<file path="src/design/lsm_pkg.sv">
// ----------------------------------------------------------------------------
// lsm_pkg
// shared types, register map and helpers for the line substring matcher
// ----------------------------------------------------------------------------
`timescale 1ns / 1ps
`default_nettype none

package lsm_pkg;

    localparam int CHAR_BITS    = 8;
    localparam int LEN_BITS     = 4;
    localparam int APB_DATA_W   = 64;
    localparam int APB_ADDR_W   = 5;

    localparam logic [CHAR_BITS-1:0] WORD_LIMIT = 8'd32;

    // register index, taken from paddr[4:3]
    typedef enum logic [1:0] {
        REG_PATTERN_BYTES  = 2'd0,
        REG_PATTERN_LENGTH = 2'd1,
        REG_CASE_SENSITIVE = 2'd2,
        REG_WHOLE_WORDS    = 2'd3
    } reg_index_t;

    // ascii fold of upper case letters unless matching exactly
    function automatic logic [CHAR_BITS-1:0] fold_char(
        input logic [CHAR_BITS-1:0] c,
        input logic                 exact
    );
        logic [CHAR_BITS-1:0] r;
        r = c;
        if (!exact && (c inside {[8'h41:8'h5A]}))
        begin
            r = c + 8'd32;
        end
        return r;
    endfunction

endpackage

`default_nettype wire

</file>
<file path="src/design/line_substring_matcher_unit.sv">
// ----------------------------------------------------------------------------
// line_substring_matcher_unit
// streaming per-line search for a short pattern, optionally whole-word
// ----------------------------------------------------------------------------
`timescale 1ns / 1ps
`default_nettype none

// Text enters one character per transaction on the input channel, with flags
// for the last character of a line, the first line of a file and an empty
// line. For every line that holds the configured pattern (1..MAX_PATTERN
// characters, optional ascii case fold, optional whole-word bounds of the
// line edge or a code at most 32) one transaction leaves on the output
// channel at the end of the line, carrying the line number and the 1-based
// column of the first qualifying match. Throughput is one character per
// clock unless a result stalls: each character is taken into the input
// register, goes through one pass of parallel window compares, and lands
// in the result register, which offers the result transaction for the
// character closing its line. The output register frees up in the same cycle
// its transaction is taken, so the stream only stalls while a result waits
// with ready held low on the result side. Registers sit on an APB port at
// byte addresses 0, 8, 16 and 24 (64-bit data); program them while the
// stream is idle.

module line_substring_matcher_unit
    import lsm_pkg::*;
#(
    parameter int MAX_PATTERN = 8,
    parameter int COLUMN_BITS = 16,
    parameter int LINE_BITS   = 24
) (
    input  wire                     clk,
    input  wire                     rst_n,

    // apb configuration port
    input  wire                     psel,
    input  wire                     penable,
    input  wire                     pwrite,
    input  wire  [APB_ADDR_W-1:0]   paddr,
    input  wire  [APB_DATA_W-1:0]   pwdata,
    output logic [APB_DATA_W-1:0]   prdata,
    output logic                    pready,

    // character input channel
    input  wire                     in_valid,
    output logic                    in_ready,
    input  wire  [CHAR_BITS-1:0]    char_code,
    input  wire                     last_in_line,
    input  wire                     first_of_file,
    input  wire                     empty_line,

    // result output channel
    output logic                    out_valid,
    input  wire                     out_ready,
    output logic [LINE_BITS-1:0]    line_number,
    output logic [COLUMN_BITS-1:0]  column
);

    localparam logic [COLUMN_BITS-1:0] ColMax  = {COLUMN_BITS{1'b1}};
    localparam logic [LINE_BITS-1:0]   LineMax = {LINE_BITS{1'b1}};
    localparam logic [LEN_BITS-1:0]    MaxLen  = LEN_BITS'(MAX_PATTERN);

    // ------------------------------------------------------------------
    // configuration registers
    // ------------------------------------------------------------------
    logic [APB_DATA_W-1:0] pattern_bytes_reg;
    logic [LEN_BITS-1:0]   pattern_length_reg;
    logic                  case_sensitive_reg;
    logic                  whole_words_reg;

    logic       cfg_write;
    reg_index_t cfg_index;

    assign pready    = 1'b1;
    assign cfg_write = psel && penable && pwrite;
    assign cfg_index = reg_index_t'(paddr[4:3]);

    always_ff @(posedge clk or negedge rst_n)
    begin
        if (!rst_n)
        begin
            pattern_bytes_reg  <= '0;
            pattern_length_reg <= '0;
            case_sensitive_reg <= 1'b0;
            whole_words_reg    <= 1'b0;
        end
        else if (cfg_write)
        begin
            case (cfg_index)
                REG_PATTERN_BYTES:  pattern_bytes_reg  <= pwdata;
                REG_PATTERN_LENGTH: pattern_length_reg <= pwdata[LEN_BITS-1:0];
                REG_CASE_SENSITIVE: case_sensitive_reg <= pwdata[0];
                REG_WHOLE_WORDS:    whole_words_reg    <= pwdata[0];
                default:            pattern_bytes_reg  <= pattern_bytes_reg;
            endcase
        end
    end

    // register read back
    always_comb
    begin
        case (cfg_index)
            REG_PATTERN_BYTES:  prdata = pattern_bytes_reg;
            REG_PATTERN_LENGTH: prdata = APB_DATA_W'(pattern_length_reg);
            REG_CASE_SENSITIVE: prdata = APB_DATA_W'(case_sensitive_reg);
            REG_WHOLE_WORDS:    prdata = APB_DATA_W'(whole_words_reg);
            default:            prdata = '0;
        endcase
    end

    // ------------------------------------------------------------------
    // input register
    // ------------------------------------------------------------------
    logic                 s1_valid_reg;
    logic [CHAR_BITS-1:0] s1_char_reg;
    logic                 s1_last_reg;
    logic                 s1_first_reg;
    logic                 s1_empty_reg;

    logic out_free;
    logic s1_fire;

    // the result slot is free when empty or being drained this cycle
    assign out_free = !out_valid || out_ready;
    assign s1_fire  = s1_valid_reg && out_free;
    assign in_ready = !s1_valid_reg || s1_fire;

    always_ff @(posedge clk or negedge rst_n)
    begin
        if (!rst_n)
        begin
            s1_valid_reg <= 1'b0;
        end
        else if (in_ready)
        begin
            s1_valid_reg <= in_valid;
        end
    end

    // payload needs no reset
    always_ff @(posedge clk)
    begin
        if (in_ready && in_valid)
        begin
            s1_char_reg  <= char_code;
            s1_last_reg  <= last_in_line;
            s1_first_reg <= first_of_file;
            s1_empty_reg <= empty_line;
        end
    end

    // ------------------------------------------------------------------
    // line state
    // ------------------------------------------------------------------
    // window holds the most recent raw characters, newest in entry 0
    logic [CHAR_BITS-1:0]   window_reg [MAX_PATTERN];
    logic [CHAR_BITS-1:0]   window_next [MAX_PATTERN];
    logic [COLUMN_BITS-1:0] column_count_reg, column_count_next;
    logic [LINE_BITS-1:0]   line_count_reg, line_count_next;
    logic                   match_found_reg, match_found_next;
    logic [COLUMN_BITS-1:0] match_column_reg, match_column_next;
    logic                   pending_match_reg, pending_match_next;
    logic [COLUMN_BITS-1:0] pending_column_reg, pending_column_next;

    logic                   result_valid;
    logic [COLUMN_BITS-1:0] result_column;

    // window after shifting in the current character
    logic [CHAR_BITS-1:0]   win_new [MAX_PATTERN+1];

    always_comb
    begin
        logic                   line_start;
        logic                   col_ok;
        logic [COLUMN_BITS-1:0] newcol;
        logic                   len_ok;
        logic                   hit;
        logic                   bound_ok;
        logic                   k_hit;
        logic [COLUMN_BITS-1:0] len_col;
        logic [COLUMN_BITS-1:0] start_col;

        window_next         = window_reg;
        column_count_next   = column_count_reg;
        line_count_next     = line_count_reg;
        match_found_next    = match_found_reg;
        match_column_next   = match_column_reg;
        pending_match_next  = pending_match_reg;
        pending_column_next = pending_column_reg;
        result_valid        = 1'b0;
        result_column       = match_column_reg;

        line_start = (column_count_reg == '0);
        col_ok     = (column_count_reg != ColMax);
        newcol     = col_ok ? column_count_reg + COLUMN_BITS'(1) : ColMax;
        len_col    = COLUMN_BITS'(pattern_length_reg);
        start_col  = newcol - len_col + COLUMN_BITS'(1);
        len_ok     = (pattern_length_reg != '0) && (pattern_length_reg <= MaxLen);

        win_new[0] = s1_char_reg;
        for (int j = 1; j <= MAX_PATTERN; j++)
        begin
            win_new[j] = window_reg[j-1];
        end

        // pick the compare result and the left bound for the active length
        hit      = 1'b0;
        bound_ok = 1'b0;
        for (int l = 1; l <= MAX_PATTERN; l++)
        begin
            k_hit = 1'b1;
            for (int k = 0; k < l; k++)
            begin
                if (fold_char(pattern_bytes_reg[8*k +: 8], case_sensitive_reg) !=
                    fold_char(win_new[l-1-k], case_sensitive_reg))
                begin
                    k_hit = 1'b0;
                end
            end
            if (pattern_length_reg == LEN_BITS'(l))
            begin
                hit      = k_hit;
                bound_ok = (win_new[l] <= WORD_LIMIT);
            end
        end
        bound_ok = bound_ok || (newcol == len_col);

        if (s1_fire)
        begin
            // first item of a line opens it
            if (line_start)
            begin
                if (s1_first_reg)
                begin
                    line_count_next = LINE_BITS'(1);
                end
                else if (line_count_reg != LineMax)
                begin
                    line_count_next = line_count_reg + LINE_BITS'(1);
                end
                match_found_next   = 1'b0;
                pending_match_next = 1'b0;
            end

            if (s1_empty_reg)
            begin
                // empty marker mid-line closes the line with no character
                if (!line_start)
                begin
                    if (pending_match_next && !match_found_next)
                    begin
                        result_valid  = 1'b1;
                        result_column = pending_column_reg;
                    end
                    else if (match_found_next)
                    begin
                        result_valid  = 1'b1;
                        result_column = match_column_reg;
                    end
                    column_count_next  = '0;
                    match_found_next   = 1'b0;
                    pending_match_next = 1'b0;
                end
            end
            else
            begin
                // settle a whole-word candidate on its right bound
                if (pending_match_next)
                begin
                    if (!match_found_next && (s1_char_reg <= WORD_LIMIT))
                    begin
                        match_found_next  = 1'b1;
                        match_column_next = pending_column_reg;
                    end
                    pending_match_next = 1'b0;
                end

                for (int j = 0; j < MAX_PATTERN; j++)
                begin
                    window_next[j] = win_new[j];
                end

                if (!match_found_next && col_ok && len_ok && (newcol >= len_col) && hit)
                begin
                    if (!whole_words_reg)
                    begin
                        match_found_next  = 1'b1;
                        match_column_next = start_col;
                    end
                    else if (bound_ok)
                    begin
                        pending_match_next  = 1'b1;
                        pending_column_next = start_col;
                    end
                end

                if (s1_last_reg)
                begin
                    if (pending_match_next && !match_found_next)
                    begin
                        result_valid  = 1'b1;
                        result_column = pending_column_next;
                    end
                    else if (match_found_next)
                    begin
                        result_valid  = 1'b1;
                        result_column = match_column_next;
                    end
                    column_count_next  = '0;
                    match_found_next   = 1'b0;
                    pending_match_next = 1'b0;
                end
                else
                begin
                    column_count_next = newcol;
                end
            end
        end
    end

    always_ff @(posedge clk or negedge rst_n)
    begin
        if (!rst_n)
        begin
            for (int j = 0; j < MAX_PATTERN; j++)
            begin
                window_reg[j] <= '0;
            end
            column_count_reg   <= '0;
            line_count_reg     <= '0;
            match_found_reg    <= 1'b0;
            match_column_reg   <= '0;
            pending_match_reg  <= 1'b0;
            pending_column_reg <= '0;
        end
        else
        begin
            window_reg         <= window_next;
            column_count_reg   <= column_count_next;
            line_count_reg     <= line_count_next;
            match_found_reg    <= match_found_next;
            match_column_reg   <= match_column_next;
            pending_match_reg  <= pending_match_next;
            pending_column_reg <= pending_column_next;
        end
    end

    // ------------------------------------------------------------------
    // result register
    // ------------------------------------------------------------------
    logic                   out_valid_reg;
    logic [LINE_BITS-1:0]   line_number_reg;
    logic [COLUMN_BITS-1:0] column_reg;

    always_ff @(posedge clk or negedge rst_n)
    begin
        if (!rst_n)
        begin
            out_valid_reg <= 1'b0;
        end
        else if (out_free)
        begin
            out_valid_reg <= result_valid;
        end
    end

    always_ff @(posedge clk)
    begin
        if (out_free && result_valid)
        begin
            line_number_reg <= line_count_next;
            column_reg      <= result_column;
        end
    end

    assign out_valid   = out_valid_reg;
    assign line_number = line_number_reg;
    assign column      = column_reg;

endmodule

`default_nettype wire

</file>
<file path="config.mk">
export PLATFORM = sky130hd
export DESIGN_NAME = line_substring_matcher_unit
export DESIGN_NICKNAME = d
export VERILOG_FILES = /design/src/design/lsm_pkg.sv /design/src/design/line_substring_matcher_unit.sv
export SDC_FILE = /design/constraint.sdc
export NUM_CORES = 1
export LEC_CHECK = 0
export ABC_AREA = 1
export BUFFER_PORTS_ARGS = -buffer_cell sky130_fd_sc_hd__buf_2
export CORE_MARGIN = 2
export CORE_UTILIZATION = 55
export DETAILED_ROUTE_END_ITERATION = 8
export PLACE_DENSITY = 0.86
export SYNTH_ARGS = -nofsm -noshare
export SYNTH_HDL_FRONTEND = slang
export SYNTH_SLANG_ARGS = --single-unit
export TNS_END_PERCENT = 100
</file>
<file path="constraint.sdc">
create_clock -name clk -period 5.45 [get_ports clk]
set_input_delay 1.09 -clock clk [delete_from_list [all_inputs] [get_ports clk]]
set_output_delay 1.09 -clock clk [all_outputs]
set_load 0.02 [all_outputs]
</file>
==> metrics.yaml, run 1 <==
grt:
  track_usage: 0.375
  grt_pass1_wl_um: 105000
  gr-usage-met2: 0.604
  grtUsageMet3: 0.0620
  use_met1: 0.481
  grt_pass1_vias: 18900
  grt_max_degree: 137
  grt_overflow: 0
  antenna_found_initial: 0
  top_usage_layer: "met2"
sta:
  final-max-slew-violation-count: 0
  max_freq_ghz: 0.198
  period_needed_ns: 5.05
  tightestPinTransition_ns: 1.31
  period_share: 0.926
  setup_viol: 0
  finClkSkew_ns: 0.0140
  finalHoldViolCount: 0
  slew_headroom: 0.120
power_and_ir_drop:
  p_switching_mw: 4.04
  power_mw: 8.91
  power_leakage_nw: 10.5
  pwr-share-seq: 0.346
  intPower_mw: 4.87
  switching_share: 0.454
  ir_drop_mv: 0.334
  power_density_nw_per_um2: 417
  power_frac_comb: 0.412
  power_frac_clock: 0.242
final_layout:
  fin_nets: 3048
  final_cell_mix: "748 x nand2_1, 382 x nor2_1, 288 x inv_1"
  drive_above_1_share: 0.124
  syn2layout_area_growth_pct: 11.9
  fillers: 3114
  diodes: 0
  finalInstanceArea_um2: 21400
  fin_util: 0.622
  mostFrequentLayoutCell: "nand2_1"
critical_path:
  startpoint_type: "flip-flop"
  regToRegStartpoint: "column_count_reg[1]"
  r2r_end: "column[15]"
  worstPathMaxFanout: 3
  cp_top_family: "simple AND/OR/NAND/NOR gates"
  crit_required_ns: 5.89
  r2r_setup_slack_ns: 0.40
  slowest_stage: "fa_1"
  path_buf_inv: 3
  path_class: "flip-flop to flip-flop"
  arrival_ns: 5.49
  max_stage_delay_ns: 0.43
  crit_top_cell: "nand2_1"
  cp-end-kind: "flip-flop"
  worstRegToRegCells: 32
yosys:
  synth_warnings: 0
  synth_cells: 2781
  ys_types: 57
  synth-seq-cells: 261
  ys_async_sr_fraction: 0.805
  syn_nets: 2924
  netlist_area_um2: 19100
  synth-edff-count: 51
  ys_seq_area_frac: 0.355
  synthFlopType: "dfrtp_1"
  synth_area_per_cell_um2: 6.88
routing:
  initialDrtViolationCount: 2290
  drc: 0
  wl_per_cell_um: 20.0
  totalWireLength_um: 67800
  vias_per_cell: 5.87
  drt_pass1_iterations: 6
  num_vias: 19900
  ant_nets: 0
clock_network:
  clkTransAtPathRegs_ns: 0.06
  cts_buffer_depth: 3
  cts_sinks: 261
  cts_buffers: 29
  cts_tree: "built"
  clock_latency_ns: 0.59
  clockRootBuffer: "clkbuf_16"
  h-tree-depth: 1
floorplanning:
  core_um2: 34400
  num_rows: 68
  start_util: 0.556
  ios: 194
  die_height_um: 190
  die_w_um: 190
  die_area_um2: 36300
placement:
  port_buffers: 189
  post_dp_cell_area_um2: 20300
  gp_congestion: 1.03
  dpl.hpwl_um: 49400
min_path:
  holdPathStages: 2
  min_path_type: "flip-flop to flip-flop"
  min_to: "win_new[2]"
  min_from: "win_new[2]"
outcome:
  status: "complete, no violations"
run:
  maxCapViolCount: 0
metal layers:
metal / vias up / share of wire
li1: 9183 / -
met2: 1139 / 0.45
met3: 241 / 0.089
met4: 0 / 0.063
met5: - / 0
met1: 9311 / 0.40
worst min-delay path: stages, from the launching register on:
cell and delay (ns):
dfrtp_1 0.34, nand2_1 0.05, o21ai_0 0.07
area by class of cell:
| class | count | area (um2) | area share |
|---|---|---|---|
| multi-input cells | 2085 | 10600 | 0.496 |
| flip-flops and latches | 261 | 6790 | 0.317 |
| repair buffers | 217 | 1200 | 0.0562 |
| inverters | 311 | 1170 | 0.0548 |
| clock buffers | 35 | 788 | 0.0369 |
| well taps | 455 | 569 | 0.0266 |
| clock inverters | 19 | 262 | 0.0122 |
synthesized netlist by cell type (2+ instances only):
| master | number | area [um2] |
|---|---|---|
| o21ai_2 | 3 | 26.3 |
| nand4_1 | 78 | 488 |
| inv_2 | 22 | 82.6 |
| nand2_2 | 16 | 100 |
| nor3_2 | 5 | 50.1 |
| o221ai_1 | 3 | 26.3 |
| nor2_4 | 3 | 33.8 |
| o21a_1 | 2 | 15.0 |
| xnor2_1 | 84 | 736 |
| nand2_4 | 3 | 33.8 |
| nor2_2 | 13 | 81.3 |
| dfrtp_1 | 210 | 5260 |
| nand3b_1 | 4 | 30.0 |
| edfxtp_1 | 51 | 1530 |
| a21oi_1 | 140 | 701 |
| nand4_2 | 3 | 37.5 |
| o211ai_1 | 5 | 37.5 |
| buf_4 | 18 | 135 |
| o2111ai_1 | 2 | 17.5 |
| nand3_2 | 5 | 50.1 |
| nor4_1 | 10 | 62.6 |
| inv_1 | 288 | 1080 |
| nand2_1 | 749 | 2810 |
| and3_1 | 2 | 12.5 |
| nor3b_1 | 6 | 45.0 |
| xor2_1 | 71 | 622 |
| o21ai_0 | 169 | 846 |
| buf_6 | 5 | 56.3 |
| clkbuf_1 | 59 | 221 |
| buf_2 | 37 | 185 |
| ha_1 | 54 | 676 |
| a211oi_1 | 3 | 22.5 |
| o22ai_1 | 37 | 231 |
| nand3_4 | 2 | 35.0 |
| o21bai_1 | 3 | 22.5 |
| and2_1 | 2 | 12.5 |
| nor3_1 | 41 | 205 |
| buf_1 | 5 | 18.8 |
| a21oi_2 | 6 | 52.6 |
| mux2i_1 | 4 | 40.0 |
| fa_1 | 2 | 40.0 |
| nand3_1 | 142 | 711 |
| o21ai_1 | 16 | 80.1 |
| nor2_1 | 385 | 1450 |
power groups by stage:
stage | clock network [mW] | registers (mW) | logic [mW]
floorplan | 0 | 2.65 | 2.79
global placement | 0 | 3.06 | 3.46
detailed placement | 0 | 3.07 | 3.55
CTS | 2.16 | 3.04 | 3.58
global route | 2.23 | 3.11 | 4.05
finish | 2.16 | 3.09 | 3.67
metrics by stage:
| stage | instances | TNS, ns | hold WS (ns) | worst slack [ns] |
|---|---|---|---|---|
| 6_report | 3383 | 0 | 0.493 | 0.403 |
| 3_5_place_dp | 3329 | 0 | 0.471 | 0.225 |
| 3_3_place_gp | 3329 | 0 | 0.460 | 0.437 |
| 4_1_cts | 3383 | 0 | 0.486 | 0.195 |
| 2_1_floorplan | 2781 | 0 | 0.445 | 0.337 |
| 5_1_grt | 3383 | -0.0709 | 0.516 | -0.0709 |
worst max path at each step:
stage / start / endpoint / depth (start not counted)
3_5_place_dp: column_count_reg[1] / column[15] / 32
4_1_cts: column_count_reg[1] / column[15] / 32
3_3_place_gp: column_count_reg[0] / column[15] / 32
6_report: column_count_reg[1] / column[15] / 32
5_1_grt: column_count_reg[1] / column[15] / 32
2_1_floorplan: column_count_reg[0] / column[0] / 21
cells by family after synthesis:
group,share of synthesized area
AND/OR/NAND/NOR,0.327
XOR/XNOR,0.0710
adder cells (fa/ha/maj),0.0374
flip-flops,0.355
other,0.000196
buffers and inverters,0.0936
AO/OA/AOI/OAI,0.112
multiplexers,0.00327
repair_timing:
action	in CTS	in global routing
hold buffers	0	0
gates resized for setup	0	9
endpoints found under the setup margin	0	69
setup buffers	0	0
Power figures use the tool's default switching activity.
==> inputs of run 2 (changes only) <==
CORE_ASPECT_RATIO = 1.75   (was not set)
==> metrics.yaml, run 2 (synthesis results as in run 1) <==
outcome:
  status: "complete, no violations"
grt:
  grt_overflow: 0
  gr-usage-met2: 0.679
  top_usage_layer: "met2"
  use_met1: 0.411
  antenna_found_initial: 0
  grt_max_degree: 147
  grtUsageMet3: 0.0557
  track_usage: 0.385
  grt_pass1_wl_um: 108000
  grt_pass1_vias: 19400
sta:
  setup_viol: 0
  tns_ns: 0
  rsz0062_at_grt: "false"
  final-max-slew-violation-count: 0
  period_needed_ns: 4.99
  finalHoldViolCount: 0
  tightestPinTransition_ns: 1.19
  period_share: 0.915
  finClkSkew_ns: 0.0144
  slew_headroom: 0.201
  max_freq_ghz: 0.200
final_layout:
  final_cell_mix: "748 x nand2_1, 383 x nor2_1, 288 x inv_1"
  drive_above_1_share: 0.126
  fin_nets: 3062
  area.sequential_um2: 6790
  syn2layout_area_growth_pct: 11.9
  fin_util: 0.623
  fillers: 3137
  mostFrequentLayoutCell: "nand2_1"
  multiInputGateArea_um2: 10600
routing:
  totalWireLength_um: 71000
  ant_nets: 0
  wl_per_cell_um: 20.9
  vias_per_cell: 5.80
  initialDrtViolationCount: 1559
  num_vias: 19700
  drc: 0
  drt_pass1_iterations: 6
power_and_ir_drop:
  p_switching_mw: 4.12
  power_density_nw_per_um2: 416
  power_mw: 8.89
  power_frac_comb: 0.431
  ir_drop_mv: 0.279
  power_frac_clock: 0.223
  power_leakage_nw: 10.5
  pwr-share-seq: 0.346
  switching_share: 0.463
  intPower_mw: 4.77
floorplanning:
  die_w_um: 145
  ios: 194
  die_height_um: 251
  start_util: 0.557
  die_area_um2: 36300
  num_rows: 90
  core_um2: 34300
clock_network:
  cts_tree: "built"
  cts_sinks: 261
  cts_buffers: 26
  clock_latency_ns: 0.58
  hold_buffers: 0
  h-tree-depth: 1
  clockRootBuffer: "clkbuf_16"
  cts_buffer_depth: 3
  clkTransAtPathRegs_ns: 0.06
min_path:
  min_path_type: "flip-flop to flip-flop"
  holdPathStages: 2
critical_path:
  startpoint_type: "flip-flop"
  crit_top_cell: "nand2_1"
  path_class: "flip-flop to flip-flop"
  slowest_stage: "fa_1"
  max_stage_delay_ns: 0.43
  worstRegToRegCells: 32
  crit_required_ns: 5.86
  arrival_ns: 5.40
  cp-end-kind: "flip-flop"
  worstPathMaxFanout: 5
placement:
  port_buffers: 189
  dpl.hpwl_um: 52900
  gp_congestion: 1.03
run:
  maxCapViolCount: 0
## run 2: changes by cell type in the layout (fill, tap and decap cells not counted), sizes merged
cell / previous run / this run
diode: 0 / 1
clkinv: 6 / 11
clkbuf: 36 / 30
buf: 216 / 233
clkinvlp: 5 / 1
bufinv: 5 / 4
## run 2: critical path: cells and delay by family, from the launching register on
kind	cells	cell delay (ns)
AOI/OAI and AO/OA	6	0.94
xor gates and xnor gates	1	0.13
adders and majority gates	4	1.01
buffers and inverters	9	0.92
DFF	1	0.36
and+or+nand+nor	12	1.44
## run 2: power by group through the flow
| stage | Sequential [mW] | Clock [mW] | Combinational [mW] |
|---|---|---|---|
| final | 3.08 | 1.98 | 3.83 |
| after global placement | 3.06 | 0 | 3.64 |
| after CTS | 3.05 | 2.00 | 3.75 |
| after detailed placement | 3.08 | 0 | 3.72 |
| after global routing | 3.11 | 2.08 | 4.19 |
| after floorplan | 2.65 | 0 | 2.79 |
## run 2: path summary, 6_finish.rpt
kind	from	endpoint	slack (ns)
worst max register to register	column_count_reg[0]	column[11]	0.46
worst min register to register	win_new[0]	win_new[0]	0.48
max in group asynchronous	rst_n	pattern_bytes_reg[15]	3.72
worst min-delay path	win_new[0]	win_new[0]	0.48
min in group asynchronous	rst_n	line_count_reg[17]	0.50
worst max-delay path	column_count_reg[0]	column[11]	0.46
## run 2: repair_timing
item	in CTS	in global routing
setup endpoints to repair	0	77
buffers inserted	0	1
resized for setup	0	5
## run 2: through the flow
stage               setup WS [ns]  instance area [um2]  cells  hold slack (ns)
floorplan                   0.337                19100   2781            0.445
global placement            0.336                20400   3350            0.460
CTS                         0.183                21400   3398            0.482
detailed placement          0.226                20400   3350            0.466
finish                      0.461                21400   3400            0.484
global route               0.0296                21400   3399            0.516
## run 2: cell type report
cell class / count / area share
multi-input combinational: 2085 / 0.495
sequential: 261 / 0.317
timing repair buffer: 234 / 0.0628
inverter: 311 / 0.0548
clock buffer: 29 / 0.0329
tap: 460 / 0.0269
clock inverter: 19 / 0.0100
antenna: 1 / 0.000117
## run 2: layer usage
| layer | vias up | share of wire |
|---|---|---|
| met4 | 0 | 0.092 |
| met1 | 9244 | 0.35 |
| met2 | 982 | 0.49 |
| met5 | - | 0 |
| li1 | 9223 | - |
| met3 | 264 | 0.071 |
